[config.mk]
export PLATFORM = sky130hd
export DESIGN_NAME = integer_to_radix_ascii
export DESIGN_NICKNAME = d
export VERILOG_FILES = /design/src/rtl/itra_pkg.sv /design/src/rtl/itra_cell.sv /design/src/rtl/itra_chain.sv /design/src/rtl/integer_to_radix_ascii.sv
export SDC_FILE = /design/constraint.sdc
export NUM_CORES = 1
export LEC_CHECK = 0
export ABC_AREA = 1
export BUFFER_PORTS_ARGS = -buffer_cell sky130_fd_sc_hd__buf_2
export CAP_MARGIN = 20
export CORE_MARGIN = 1
export CORE_UTILIZATION = 62
export CTS_BUF_LIST = sky130_fd_sc_hd__clkbuf_16
export CTS_CLUSTER_DIAMETER = 30
export DETAILED_ROUTE_END_ITERATION = 16
export GPL_ROUTABILITY_DRIVEN = 0
export MAX_ROUTING_LAYER = met4
export PLACE_DENSITY = 0.87
export SYNTH_ARGS = -nofsm -noshare
export SYNTH_HDL_FRONTEND = slang
export SYNTH_SLANG_ARGS = --single-unit
[constraint.sdc]
create_clock -name clk -period 7.4 [get_ports clk]
set_input_delay 1.11 -clock clk [delete_from_list [all_inputs] [get_ports clk]]
set_output_delay 1.11 -clock clk [all_outputs]
set_load 0.02 [all_outputs]
[src/rtl/itra_pkg.sv]
// shared constants, types and functions for the integer to radix ascii block
`timescale 1ns / 1ps

package itra_pkg;

  // default width of the converted value
  localparam int VALUE_BITS_DEF = 32;

  // radix register and digit widths
  localparam int RADIX_W = 6;
  localparam int DIGIT_W = RADIX_W;

  // register index decoded from paddr[2]
  localparam logic REG_RADIX = 1'b0;

  // radix codes with special handling
  localparam logic [RADIX_W-1:0] RADIX_BIN = 6'd2;
  localparam logic [RADIX_W-1:0] RADIX_OCT = 6'd8;
  localparam logic [RADIX_W-1:0] RADIX_DEC = 6'd10;
  localparam logic [RADIX_W-1:0] RADIX_MIN = 6'd2;
  localparam logic [RADIX_W-1:0] RADIX_RESET = 6'd10;

  // ascii codes
  localparam logic [7:0] CH_ZERO    = 8'h30;
  localparam logic [7:0] CH_BIN     = 8'h62;
  localparam logic [7:0] CH_DEC     = 8'h64;
  localparam logic [7:0] CH_HEX     = 8'h78;
  localparam logic [7:0] CH_MINUS   = 8'h2D;
  localparam logic [7:0] CH_ALPHA   = 8'h41;
  localparam logic [7:0] CH_NEWLINE = 8'h0A;

  // control handed from the sequencer to the digit chain
  typedef struct packed {
    logic               clear;
    logic               shift;
    logic [RADIX_W-1:0] radix;
  } chain_ctrl_t;

  // digit value to its ascii character
  function automatic logic [7:0] digit_char(input logic [DIGIT_W-1:0] d);
    logic [7:0] d8;
    d8 = {{(8-DIGIT_W){1'b0}}, d};
    if (d8 < 8'd10) begin
      digit_char = CH_ZERO + d8;
    end else begin
      digit_char = CH_ALPHA + d8 - 8'd10;
    end
  endfunction

endpackage

[src/rtl/itra_cell.sv]
// one digit cell: doubles its digit plus incoming bit modulo the radix
`timescale 1ns / 1ps

module itra_cell (
  input  logic                           clk,
  input  logic                           rst,
  input  itra_pkg::chain_ctrl_t          ctrl,
  input  logic                           carry_in,
  input  logic                           valid_in,
  input  logic [itra_pkg::DIGIT_W-1:0]   digit_in,
  output logic                           carry_out,
  output logic                           valid_out,
  output logic [itra_pkg::DIGIT_W-1:0]   digit
);

  logic [itra_pkg::DIGIT_W:0] dbl;
  logic                       wrap;

  // twice the digit plus the bit from the lower neighbour
  assign dbl  = {digit, carry_in};
  assign wrap = dbl >= {1'b0, ctrl.radix};

  // digit, carry and token registers
  always_ff @(posedge clk) begin
    if (rst) begin
      valid_out <= 1'b0;
      carry_out <= 1'b0;
      digit     <= '0;
    end else if (ctrl.clear) begin
      valid_out <= 1'b0;
      carry_out <= 1'b0;
      digit     <= '0;
    end else if (ctrl.shift) begin
      valid_out <= 1'b0;
      digit     <= digit_in;
    end else begin
      valid_out <= valid_in;
      if (valid_in) begin
        carry_out <= wrap;
        if (wrap) begin
          digit <= itra_pkg::DIGIT_W'(dbl - {1'b0, ctrl.radix});
        end else begin
          digit <= dbl[itra_pkg::DIGIT_W-1:0];
        end
      end
    end
  end

endmodule

[src/rtl/itra_chain.sv]
// row of digit cells, least significant at index 0
`timescale 1ns / 1ps

module itra_chain #(
  parameter int NCELLS = itra_pkg::VALUE_BITS_DEF
) (
  input  logic                         clk,
  input  logic                         rst,
  input  itra_pkg::chain_ctrl_t        ctrl,
  input  logic                         bit_in,
  input  logic                         bit_valid,
  output logic [itra_pkg::DIGIT_W-1:0] top_digit
);

  logic                         carry [NCELLS+1];
  logic                         valid [NCELLS+1];
  logic [itra_pkg::DIGIT_W-1:0] dig   [NCELLS+1];

  // the value's bits enter the least significant cell, zeros shift in below
  assign carry[0] = bit_in;
  assign valid[0] = bit_valid;
  assign dig[0]   = '0;

  // cell i feeds carries up to cell i+1 and receives digits from cell i-1
  for (genvar i = 0; i < NCELLS; i++) begin : g_cell
    itra_cell u_cell (
      .clk       (clk),
      .rst       (rst),
      .ctrl      (ctrl),
      .carry_in  (carry[i]),
      .valid_in  (valid[i]),
      .digit_in  (dig[i]),
      .carry_out (carry[i+1]),
      .valid_out (valid[i+1]),
      .digit     (dig[i+1])
    );
  end

  assign top_digit = dig[NCELLS];

endmodule

[src/rtl/integer_to_radix_ascii.sv]
// integer to radix ascii converter: sequencer, config register and output stage
//
// A request on the input channel (in_valid/in_ready, value) carries one
// signed integer. The block answers with a run of ascii characters on the
// output channel (out_valid/out_ready, character, last): '0', a prefix
// ('b', 'd' or 'x'), '-' for negatives, the digits most significant first
// and a newline flagged by last. Radix 8 gives only '0' and the newline;
// a radix below 2 consumes the request and gives nothing.
// The radix register sits at byte address 0 of the APB port, reset to 10.
// Conversion runs the magnitude's bits through a row of VALUE_BITS digit
// cells, one bit per cycle, with the carry and token registered in each
// cell. The first character is loaded once conversion is done; then come
// the prefix and sign, the digits after leading zero skipping, and the
// newline. in_ready is high only while no request is in progress, so a new
// request is taken only once the last one has finished. A stalled receiver
// holds the output register and the sequencer waits before each character.
// Reset returns to idle, drops any pending character and restores the
// radix.
`timescale 1ns / 1ps

module integer_to_radix_ascii #(
  parameter int VALUE_BITS = itra_pkg::VALUE_BITS_DEF
) (
  input  logic                  clk,
  input  logic                  rst,
  // apb configuration port
  input  logic                  psel,
  input  logic                  penable,
  input  logic                  pwrite,
  input  logic [2:0]            paddr,
  input  logic [31:0]           pwdata,
  output logic [31:0]           prdata,
  output logic                  pready,
  // input channel
  input  logic                  in_valid,
  output logic                  in_ready,
  input  logic [VALUE_BITS-1:0] value,
  // output channel
  output logic                  out_valid,
  input  logic                  out_ready,
  output logic [7:0]            character,
  output logic                  last
);

  localparam int NCELLS  = VALUE_BITS;
  localparam int CONV_N  = VALUE_BITS + NCELLS;
  localparam int CNT_W   = $clog2(CONV_N);
  localparam int REM_W   = $clog2(NCELLS + 1);
  localparam int RADIX_W = itra_pkg::RADIX_W;

  typedef enum logic [2:0] {
    S_IDLE, S_CONV, S_ZERO, S_PREFIX, S_SIGN, S_SKIP, S_DIGIT, S_NL
  } state_t;

  state_t                        state;
  logic [RADIX_W-1:0]            radix;
  logic [RADIX_W-1:0]            rad_q;
  logic [VALUE_BITS-1:0]         mag;
  logic                          neg;
  logic [CNT_W-1:0]              conv_cnt;
  logic [REM_W-1:0]              remaining;
  logic                          accept;
  logic                          can_load;
  logic                          emit;
  logic                          more_lead;
  logic [itra_pkg::DIGIT_W-1:0]  top_digit;
  itra_pkg::chain_ctrl_t         ctrl;

  // apb register access
  assign pready = 1'b1;
  always_comb begin
    prdata = '0;
    if (paddr[2] == itra_pkg::REG_RADIX) begin
      prdata = {{(32-RADIX_W){1'b0}}, radix};
    end
  end

  always_ff @(posedge clk) begin
    if (rst) begin
      radix <= itra_pkg::RADIX_RESET;
    end else if (psel && penable && pwrite && pready &&
                 paddr[2] == itra_pkg::REG_RADIX) begin
      radix <= pwdata[RADIX_W-1:0];
    end
  end

  // handshake helpers
  assign in_ready  = (state == S_IDLE);
  assign accept    = in_valid && in_ready;
  assign can_load  = !out_valid || out_ready;
  assign more_lead = (top_digit == '0) && (remaining > REM_W'(1));
  assign emit      = can_load && (state == S_ZERO || state == S_PREFIX ||
                                  state == S_SIGN || state == S_DIGIT || state == S_NL);

  // chain control
  always_comb begin
    ctrl.clear = accept;
    ctrl.radix = rad_q;
    ctrl.shift = (state == S_SKIP && more_lead) || (state == S_DIGIT && can_load);
  end

  itra_chain #(
    .NCELLS (NCELLS)
  ) u_chain (
    .clk       (clk),
    .rst       (rst),
    .ctrl      (ctrl),
    .bit_in    (mag[VALUE_BITS-1]),
    .bit_valid (state == S_CONV && conv_cnt < CNT_W'(VALUE_BITS)),
    .top_digit (top_digit)
  );

  // sequencer and output register
  always_ff @(posedge clk) begin
    if (rst) begin
      state     <= S_IDLE;
      out_valid <= 1'b0;
      last      <= 1'b0;
      character <= '0;
      conv_cnt  <= '0;
      remaining <= '0;
      rad_q     <= itra_pkg::RADIX_RESET;
      neg       <= 1'b0;
      mag       <= '0;
    end else begin
      if (emit) begin
        out_valid <= 1'b1;
      end else if (out_valid && out_ready) begin
        out_valid <= 1'b0;
      end
      case (state)
        S_IDLE: begin
          if (accept && radix >= itra_pkg::RADIX_MIN) begin
            rad_q     <= radix;
            neg       <= value[VALUE_BITS-1];
            mag       <= value[VALUE_BITS-1] ? (~value + 1'b1) : value;
            conv_cnt  <= '0;
            remaining <= REM_W'(NCELLS);
            state     <= S_CONV;
          end
        end
        S_CONV: begin
          mag      <= {mag[VALUE_BITS-2:0], 1'b0};
          conv_cnt <= conv_cnt + 1'b1;
          if (conv_cnt == CNT_W'(CONV_N - 1)) begin
            state <= S_ZERO;
          end
        end
        S_ZERO: begin
          if (can_load) begin
            character <= itra_pkg::CH_ZERO;
            last      <= 1'b0;
            state     <= (rad_q == itra_pkg::RADIX_OCT) ? S_NL : S_PREFIX;
          end
        end
        S_PREFIX: begin
          if (can_load) begin
            last      <= 1'b0;
            if (rad_q == itra_pkg::RADIX_BIN) begin
              character <= itra_pkg::CH_BIN;
            end else if (rad_q == itra_pkg::RADIX_DEC) begin
              character <= itra_pkg::CH_DEC;
            end else begin
              character <= itra_pkg::CH_HEX;
            end
            state <= neg ? S_SIGN : S_SKIP;
          end
        end
        S_SIGN: begin
          if (can_load) begin
            character <= itra_pkg::CH_MINUS;
            last      <= 1'b0;
            state     <= S_SKIP;
          end
        end
        S_SKIP: begin
          // drop leading zero digits, keeping at least one
          if (more_lead) begin
            remaining <= remaining - 1'b1;
          end else begin
            state <= S_DIGIT;
          end
        end
        S_DIGIT: begin
          if (can_load) begin
            character <= itra_pkg::digit_char(top_digit);
            last      <= 1'b0;
            remaining <= remaining - 1'b1;
            if (remaining == REM_W'(1)) begin
              state <= S_NL;
            end
          end
        end
        S_NL: begin
          if (can_load) begin
            character <= itra_pkg::CH_NEWLINE;
            last      <= 1'b1;
            state     <= S_IDLE;
          end
        end
        default: begin
          state <= S_IDLE;
        end
      endcase
    end
  end

endmodule

* After elaboration in Yosys (flattened, before gate mapping)
Index checks and enable logic that the tools add are counted.
Storage, ports and cells: logic and storage cells 430, bits of input ports 74, bits in registers 324
Operators by class: add/sub/neg operators 38, mux-type cells 130, $lt $le $gt $ge 36, equality and inequality tests 23, reduce and logical (&&, ||, !) cells 96, bitwise logic cells 3
Operators by type and width (number):
- $mux 6 | 99
- $ge 7x6->1 | 32
- $sub 6x6->6 | 32
- $reduce_bool 2->1 | 34
- $reduce_and 2->1 | 33
- $mux 32 | 2
- $pmux 32 s2 | 1
- $mux 8 | 6
- $pmux 8 s5 | 1
- $add 32x1->32 const B | 1
- $not 32->32 | 1
- $mux 3 | 10
- $pmux 3 s8 | 1
- $pmux 6 s3 | 1
- $ne 2x2->1 const B | 7
- $eq 3x3->1 const B | 4
- $eq 6x4->1 const B | 2
- $pmux 6 s2 | 1
- $logic_and 1x1->1 | 11
- $mux 5 | 2
- $reduce_and 9->1 | 1
- $add 7x6->8 const A | 1
- $ne 2x1->1 const B | 4
- $sub 8x4->8 const B | 1
- other kinds (27) | 38

* Longest topological paths before layout
Gate-level depths: netlist (run 1).
depth in word-level cells 7, gate-level depth with buffers 14

* By module
From an unflattened synthesis (run 1), not the netlist that was laid out.
Unflattened totals: cells, all modules 3947, area total of the unflattened synthesis 27368.7 um^2
By module, submodules not included:
- itra_cell (u_chain.g_cell[0].u_cell ...) | times used 26, cells an instance 101, area each 709.4 um^2
- integer_to_radix_ascii | times used 1, cells an instance 714, area each 4580.6 um^2
- itra_cell (u_chain.g_cell[23].u_cell ...) | times used 6, cells an instance 101, area each 723.2 um^2
- itra_chain | times used 1, cells an instance 1, area each 3.8 um^2

* Worst setup path after synthesis (run 1)
Ideal clock, no wire load.
path kind reg2reg, from reg rad_q[1], to reg u_chain.g_cell[0].u_cell.digit[0] (netlist name), data required time 7.291 ns, slack 3.708 ns, cell stages (with the launch flop) 13, setup time 0.109 ns, buffers on the path 1, period minus slack after synthesis 3.692 ns, arrival 3.583 ns, cell sequence dfxtp_1 -> inv_1 -> ha_1 -> nand2_1 -> inv_1 -> nand4_1 -> and2_1 -> clkbuf_1 -> o21ai_0 -> nand2_1 -> nand3_1 -> nand2_1 -> inv_1
On the way: cells in the longest elaborated chain, start to end 2
RTL lines:
- start: declaration | RTL line integer_to_radix_ascii.sv:57 | logic [RADIX_W-1:0] rad_q;
- start signal: assignment | RTL line integer_to_radix_ascii.sv:122 | rad_q <= itra_pkg::RADIX_RESET;
- start signal: assignment | RTL line integer_to_radix_ascii.sv:134 | rad_q <= radix;
- $ge 7x6->1 | RTL line itra_cell.sv:21 | assign wrap = dbl >= {1'b0, ctrl.radix};
- $mux 6 | RTL line itra_cell.sv:40 | if (wrap) begin
- end signal: assignment | RTL line itra_cell.sv:35 | digit <= digit_in;
- end signal: assignment | RTL line itra_cell.sv:41 | digit <= itra_pkg::DIGIT_W'(dbl - {1'b0, ctrl.radix});
- end signal: assignment | RTL line itra_cell.sv:43 | digit <= dbl[itra_pkg::DIGIT_W-1:0];
- end: declaration | RTL line itra_cell.sv:13 | output logic [itra_pkg::DIGIT_W-1:0] digit
No other way between the ends. A chain may end at the register's enable or synchronous reset.

* Worst setup path after layout (run 1)
from reg u_chain.g_cell[31].u_cell.digit[0] (netlist name), to reg u_chain.g_cell[31].u_cell.digit[2] (netlist name)
On the way: cells in the longest elaborated chain, start to end 5, elaborated cells on any way between the ends 10, classes of those cells 1 x add/sub; 1 x order compare; 3 x mux; 5 x reduce/logical
RTL lines (RTL line):
- start: declaration | itra_cell.sv:13
- start signal: assignment | itra_cell.sv:35
- start signal: assignment | itra_cell.sv:41
- start signal: assignment | itra_cell.sv:43
- branches (longest 5 deep; another with $sub 6x6->6)
Several ways; the timed one is not identified. The select of a mux whose other input is x is not followed.

==> results of run 1 <==
## sequential cells by signal, summed over array words and instances (netlist names)
register / flops
conv_cnt: 6
state: 3
out_valid: 1
character: 7
radix: 6
u_chain.g_cell.u_cell.valid_out: 31
remaining: 6
neg: 1
mag: 32
u_chain.g_cell.u_cell.digit: 192
u_chain.g_cell.u_cell.carry_out: 31
rad_q: 6
last: 1
## report_power, final
group,switching [mW],internal (mW),leakage [nW]
Sequential,0.0631,1.84,2.61
Combinational,1.67,0.728,9.71
Clock,1.09,2.55,1.40
Total,2.83,5.12,13.7
## layer usage
layer	vias to the layer above	global-route usage (%)	routed length, um
li1	13533	-	-
met4	0	14.2	2050
met1	12455	41.9	29800
met2	1146	55.8	32800
met3	203	5.65	5710
met5	-	-	0
## layout by cell type (no fill, tap or decap), types with 3 or more instances in the layout
cell | netlist | final
ha_1 | 199 | 199
xor2_1 | 92 | 92
inv_1 | 469 | 473
nand3b_1 | 4 | 4
clkinv_1 | 4 | 18
nand2_1 | 1128 | 1127
conb_1 | 2 | 28
bufinv_16 | 0 | 14
clkinvlp_4 | 0 | 4
buf_2 | 53 | 61
clkinv_2 | 0 | 13
o21ai_0 | 93 | 93
o211ai_1 | 18 | 18
o22ai_1 | 16 | 16
and2_1 | 12 | 12
dfxtp_1 | 323 | 322
a211oi_1 | 30 | 30
buf_4 | 53 | 12
clkbuf_16 | 0 | 86
nand3_4 | 13 | 13
nand3_1 | 364 | 364
fa_1 | 32 | 32
nand3_2 | 13 | 13
nor2_1 | 490 | 490
clkinv_4 | 0 | 3
nand4_1 | 212 | 212
xnor2_1 | 8 | 8
nor3_1 | 46 | 46
or2_2 | 38 | 38
a31oi_1 | 9 | 9
a21oi_1 | 302 | 302
inv_2 | 9 | 14
## Yosys cell counts, types with 2 or more instances
cell      number
a211oi_1      30
a21oi_1      302
a31oi_1        9
and2_1        12
and3_1         2
buf_1          5
buf_2         53
buf_4         53
buf_6          4
clkbuf_1      33
clkinv_1       4
conb_1         2
dfxtp_1      323
fa_1          32
ha_1         199
inv_1        469
inv_2          9
nand2_1     1128
nand2_2        2
nand3_1      364
nand3_2       13
nand3_4       13
nand3b_1       4
nand4_1      212
nor2_1       490
nor2_2         2
nor3_1        46
nor4_1         2
o211ai_1      18
o21ai_0       93
o221ai_1       2
o22ai_1       16
o31ai_1        2
or2_2         38
xnor2_1        8
xor2_1        92
## metrics by stage
step / hold WS, ps / std cells / utilization, %
2_1_floorplan: 435 / 4120 / -
3_3_place_gp: 448 / 4579 / 64.2
3_5_place_dp: 454 / 4579 / 64.2
4_1_cts: 461 / 4724 / 71.0
5_1_grt: 490 / 4724 / 71.0
6_report: 461 / 4724 / 71.0
## worst min-delay path by stage
stage | startpoint | endpoint | slack, ps | depth (start not counted)
global placement | conv_cnt[4] | conv_cnt[4] | 450 | 2
global route | mag[12] | mag[13] | 490 | 2
detailed placement | character[3] | character[3] | 450 | 2
CTS | character[3] | character[3] | 460 | 2
finish | character[3] | character[3] | 460 | 2
floorplan | conv_cnt[4] | conv_cnt[4] | 440 | 2
## cells by family (layout without fill, tap and decap cells)
logic type | Yosys count | count (layout) | share of synthesized area, %
adder cells (fa/ha/maj) | 231 | 231 | 12.1
other | 2 | 28 | 0.0290
XOR/XNOR | 100 | 100 | 3.38
AO/OA/AOI/OAI | 478 | 478 | 9.93
flip-flops | 323 | 323 | 24.9
buffers and inverters | 630 | 702 | 10.3
AND/OR/NAND/NOR | 2330 | 2330 | 39.4
## worst register-to-register path, cell delays in order (launching register included)
cell	delay, ps
dfxtp_1	350
inv_1	230
ha_1	190
nand3_1	70
nor2_1	170
nand3_4	410
nand2_8	650
buf_4	890
nor2_1	310
a21oi_1	250
nor2_1	60
## layout make-up
| class | count | area, um^2 |
|---|---|---|
| repair buffers | 75 | 435 |
| well taps | 532 | 666 |
| inverters | 482 | 1810 |
| clock inverters | 59 | 648 |
| multi-input cells | 3167 | 16900 |
| fillers | 3328 | 11900 |
| flip-flops and latches | 323 | 6470 |
| clock buffers | 86 | 2150 |
==> flow_metrics.env, run 1 <==
export IMPL_hold_violations=0
export IMPL_dr_total_vias=27337
export IMPL_cp_required_ps=7840
export IMPL_reg2reg_from="u_chain.g_cell[31].u_cell.digit[0]"
export IMPL_violations="DRC"
export IMPL_skew_ps=25.9
export IMPL_initialDrtViolationCount=2431
export IMPL_grt_overflow=0
export IMPL_postSynth_asyncResetShare_pct=0
export IMPL_crit_path_top_delay_cell="buf_4"
export IMPL_grt_usage_pct=34.2
export IMPL_cellLeakagePower_nw=13.7
export IMPL_seq_area_frac_synth_pct=24.9
export IMPL_die_h_um=207
export IMPL_port_buffer_count=61
export IMPL_cp_top_family="simple AND/OR/NAND/NOR gates"
export IMPL_vias_per_cell=5.79
export IMPL_wl_mm=70.4
export IMPL_crit_buf_inv=2
export IMPL_period_minus_slack_ps=3720
export IMPL_area_delta_synth_final_pct=12.3
export IMPL_setup_viol=0
export IMPL_worstRegToRegCells=10
export IMPL_r2r_slack_ps=3680
export IMPL_cp_depth=10
export IMPL_peakVddDrop_v=0.000180
export IMPL_ant_nets=0
export IMPL_synth_edff_count=0
export IMPL_cts_sink_count=323
export IMPL_start_util_pct=63.2
export IMPL_core_area_um2=41000
export IMPL_cpMostUsedCell="nor2_1"
export IMPL_antenna_found_initial=0
export IMPL_drive_above_1_share_pct=6.77
export IMPL_fin_nets=4437
export IMPL_setup_ws_ps=3680
export IMPL_crit_chain="inv_1, ha_1, nand3_1, nor2_1, nand3_4, nand2_8, buf_4, nor2_1, a21oi_1, nor2_1"
export IMPL_dpl_cell_area_um2=26300
export IMPL_syn_avg_cell_area_um2=6.34
export IMPL_yosys_warnings=0
export IMPL_dp_hpwl_mm=43.1
export IMPL_critPathCaptureType="flip-flop"
export IMPL_hold_path_class="reg2reg"
export IMPL_post_cts_buffers=0
export IMPL_fin_tns_setup_ps=0
export IMPL_cts_root_buffer="clkbuf_16"
export IMPL_fmax_mhz=269
export IMPL_clockBufferDepth=3
export IMPL_clk_pin_slew_ps=40
export IMPL_grt_pass1_wl_mm=119
export IMPL_crit_path_end="u_chain.g_cell[31].u_cell.digit[2]"
export IMPL_cts_buffers=83
export IMPL_min_period_over_period_pct=50.2
export IMPL_clk_latency_ps=590
export IMPL_worstPathArrival_ps=4160
export IMPL_power_mw=7.95
export IMPL_crit_fanout=91
export IMPL_r2r_end="u_chain.g_cell[31].u_cell.digit[2]"
export IMPL_ys_flop_type="dfxtp_1"
export IMPL_postCtsHoldBufs=0
export IMPL_syn_area_um2=25900
export IMPL_path_class="reg2reg"
export IMPL_io_pins=118
export IMPL_htreeDepth=3
export IMPL_synth_area_leaders="dfxtp_1 25%, nand2_1 16%, ha_1 9.6%"
export IMPL_slew_headroom_pct=20.7
export IMPL_status="finished, violations left"
export IMPL_antenna_cells=0
export IMPL_worstSetupStartpointType="flip-flop"
export IMPL_cts_repair_resize_count=0
export IMPL_critPathMaxStageDelay_ps=860
export IMPL_crit_start="u_chain.g_cell[31].u_cell.digit[0]"
export IMPL_syn_inst=4094
export IMPL_die_area_um2=42700
export IMPL_grt_max_degree=162
export IMPL_worst_slew_pin_slew_ps=1190
export IMPL_rsz0062_at_grt="false"
export IMPL_ys_ff_latch=323
export IMPL_synth_distinct_cells=44
export IMPL_wire_per_inst_um=14.9
export IMPL_pre_cts_slack_ps=3270
export IMPL_die_w_um=207
export IMPL_rows=74
export IMPL_final_area_um2=29100
export IMPL_max_cap_violations=0
export IMPL_drc=1
export IMPL_drtPass1Iterations=12
export IMPL_cts_tree="built"
export IMPL_grt_pass1_vias=25675
export IMPL_synth_top_area_share_pct=24.9
export IMPL_slew_violations=0
export IMPL_synth_top_area_cell="dfxtp_1"
export IMPL_power_density_nw_per_um2=273
Power figures use the tool's default switching activity.
==> run 2: changes to the inputs <==
--- a/config.mk
+++ b/config.mk
@@ -5,17 +5,17 @@
 export SDC_FILE = /design/constraint.sdc
 export NUM_CORES = 1
 export LEC_CHECK = 0
-export ABC_AREA = 1
+export ABC_AREA = 0
 export BUFFER_PORTS_ARGS = -buffer_cell sky130_fd_sc_hd__buf_2
 export CAP_MARGIN = 20
 export CORE_MARGIN = 1
-export CORE_UTILIZATION = 62
+export CORE_UTILIZATION = 57
 export CTS_BUF_LIST = sky130_fd_sc_hd__clkbuf_16
 export CTS_CLUSTER_DIAMETER = 30
 export DETAILED_ROUTE_END_ITERATION = 16
 export GPL_ROUTABILITY_DRIVEN = 0
 export MAX_ROUTING_LAYER = met4
-export PLACE_DENSITY = 0.87
+export PLACE_DENSITY = 0.85
 export SYNTH_ARGS = -nofsm -noshare
 export SYNTH_HDL_FRONTEND = slang
 export SYNTH_SLANG_ARGS = --single-unit
==> constraint.sdc (replaced) <==
create_clock -name clk -period 3.15 [get_ports clk]
set_input_delay 0.4725 -clock clk [delete_from_list [all_inputs] [get_ports clk]]
set_output_delay 0.4725 -clock clk [all_outputs]
set_load 0.02 [all_outputs]
==> run 2 against run 1 <==
Net effect:
- the run now ends clean
- critical path depth fell by 1
- via count fell by 13%
- sequential share of layout area rose by 1.4 points
- cell area fell by 5.8%
- largest power group unchanged
- clock power rose by 130%
- wire length rose by 0.62%
- worst setup slack got worse by 3400 ps
- non-clock buffer count rose by 46
- clock skew rose by 2.3 ps
- first-iteration DRC count fell by 1.9%
- maximum frequency rose by 28%
==> flow_metrics.env, run 2 <==
export IMPL_status="completed"
export IMPL_clk_latency_ps=610
export IMPL_postSynth_asyncResetShare_pct=0
export IMPL_worstPathArrival_ps=3360
export IMPL_slew_violations=0
export IMPL_rsz0062_at_grt="false"
export IMPL_cts_root_buffer="clkbuf_16"
export IMPL_largest_register_ffs=192
export IMPL_crit_fanout=14
export IMPL_cts_tree="built"
export IMPL_vias_per_cell=6.78
export IMPL_setup_viol=0
export IMPL_grt_pass1_wl_mm=116
export IMPL_io_pins=118
export IMPL_postCtsHoldBufs=0
export IMPL_die_h_um=204
export IMPL_layout_common_cells="321 x dfxtp_1, 266 x o21ai_0, 259 x a21oi_1"
export IMPL_grt_pass1_vias=23574
export IMPL_power_density_nw_per_um2=586
export IMPL_start_util_pct=58.1
export IMPL_wire_per_inst_um=20.3
export IMPL_area_delta_synth_final_pct=18.0
export IMPL_worstRegToRegCells=9
export IMPL_synth_top_area_cell="dfxtp_1"
export IMPL_top_register="u_chain.g_cell.u_cell.digit"
export IMPL_yosys_warnings=0
export IMPL_seq_area_frac_synth_pct=27.8
export IMPL_die_w_um=204
export IMPL_crit_path_top_delay_cell="o221ai_1"
export IMPL_grt_max_degree=122
export IMPL_fin_nets=3202
export IMPL_synth_top_area_share_pct=27.8
export IMPL_top_regs="u_chain.g_cell.u_cell.digit (192), mag (32)"
export IMPL_ys_flop_type="dfxtp_1"
export IMPL_drtPass1Iterations=6
export IMPL_max_cap_violations=0
export IMPL_period_minus_slack_ps=2910
export IMPL_r2r_slack_ps=240
export IMPL_setup_ws_ps=238
export IMPL_post_cts_buffers=0
export IMPL_cp_required_ps=3600
export IMPL_critPathMaxStageDelay_ps=730
export IMPL_stdcell_count=3487
export IMPL_syn_avg_cell_area_um2=8.19
export IMPL_dpl_cell_area_um2=24700
export IMPL_synth_area_leaders="dfxtp_1 28%, ha_1 11%, o21ai_0 6.4%"
export IMPL_pre_cts_slack_ps=213
export IMPL_synth_top_cells_by_count="323 x dfxtp_1, 298 x o21ai_0, 275 x a21oi_1, 199 x ha_1, 174 x nor2_1"
export IMPL_cts_sink_count=323
export IMPL_slew_headroom_pct=37.6
export IMPL_cts_buffers=81
export IMPL_synth_distinct_cells=74
export IMPL_antenna_cells=0
export IMPL_initialDrtViolationCount=2386
export IMPL_htreeDepth=3
export IMPL_holdPathStages=3
export IMPL_ant_nets=0
export IMPL_hold_violations=0
export IMPL_wl_mm=70.8
export IMPL_core_area_um2=40000
export IMPL_syn_inst=2839
export IMPL_synth_most_common_cell="dfxtp_1"
export IMPL_grt_usage_pct=34.6
export IMPL_clockBufferDepth=3
export IMPL_antenna_found_initial=0
export IMPL_fmax_mhz=343
export IMPL_worst_slew_pin_slew_ps=936
export IMPL_drc=0
export IMPL_numPlacedInstances=3339
export IMPL_path_class="reg2reg"
export IMPL_peakVddDrop_v=0.000548
export IMPL_syn_area_um2=23300
export IMPL_port_buffer_count=61
export IMPL_rows=73
export IMPL_cellLeakagePower_nw=10.8
export IMPL_grt_overflow=0
export IMPL_clk_pin_slew_ps=50
export IMPL_power_mw=16.1
export IMPL_drive_above_1_share_pct=13.1
export IMPL_final_common_cell="dfxtp_1"
export IMPL_cts_repair_resize_count=0
export IMPL_critPathCaptureType="flip-flop"
export IMPL_dp_hpwl_mm=45.6
export IMPL_hold_path_class="in2reg"
export IMPL_synth_edff_count=0
export IMPL_crit_chain="inv_2, buf_4, ha_1, a21o_1, a21oi_1, o221ai_1, nor2_1, a221oi_1, a21oi_1"
export IMPL_cpMostUsedCell="a21oi_1"
export IMPL_die_area_um2=41600
export IMPL_skew_ps=28.3
export IMPL_worstSetupStartpointType="flip-flop"
export IMPL_dr_total_vias=23659
export IMPL_min_period_over_period_pct=92.4
export IMPL_final_area_um2=27400
export IMPL_ys_ff_latch=323
run 2: cell types whose count changed after synthesis, moves of 71 or more:
cell and delta:
nand3_1 -308, clkbuf_1 +82, nor2_1 -316, o21ai_0 +205, nand4_1 -185, nand2_1 -999, inv_1 -340, mux2i_1 +71
xnor2_1 +88
run 2: per-layer routing:
metal	global-route usage, %	part of all wire, %	vias to the layer above
li1	-	-	10793
met1	40.9	39	11165
met5	-	0	-
met3	5.88	8.9	323
met2	56.1	48	1378
met4	18.3	4.4	0
run 2: power by group:
part	internal, mW	leakage [nW]	total [mW]	switching (mW)
Sequential	4.27	2.61	4.43	0.165
Combinational	1.29	6.79	3.31	2.02
Clock	5.53	1.35	8.34	2.81
run 2: path summary, 6_finish.rpt:
path,startpoint,end
worst max register to register,rad_q[2],u_chain.g_cell[25].u_cell.digit[2]
worst min register to register,character[5],character[5]
worst max-delay path,rad_q[2],u_chain.g_cell[25].u_cell.digit[2]
worst min-delay path,pwdata[3],radix[3]
run 2: through the flow:
stage	TNS [ps]	hold WS [ps]	util [%]
2_1_floorplan	-35830	428	-
5_1_grt	0	113	68.6
4_1_cts	0	81.6	68.6
3_5_place_dp	0	456	61.8
3_3_place_gp	0	439	61.8
6_report	0	101	68.6
run 2: cells by family after synthesis:
family	after synthesis	share of synthesized area (%)
compound gates	1128	31.0
simple gates	624	13.3
flops	323	27.8
buf+inv	311	5.55
fa+ha+maj	231	13.5
xor+xnor	132	4.97
mux	88	3.88
other cells	2	0.0323
run 2: final cells by class:
| class | instances | area (um^2) |
|---|---|---|
| clock buffer | 82 | 2050 |
| clock inverter | 66 | 682 |
| fill | 2965 | 12600 |
| inverter | 139 | 526 |
| multi-input combinational | 2231 | 16200 |
| sequential | 323 | 6470 |
| tap | 525 | 657 |
| timing repair buffer | 121 | 893 |
run 2: critical path, delay by kind of cell, from the launching register on:
| kind | cells | cell delay [ps] |
|---|---|---|
| AO/OA/AOI/OAI | 5 | 1360 |
| buffers and inverters | 2 | 700 |
| flip-flops | 1 | 330 |
| adder cells (fa/ha/maj) | 1 | 250 |
| AND/OR/NAND/NOR | 1 | 130 |
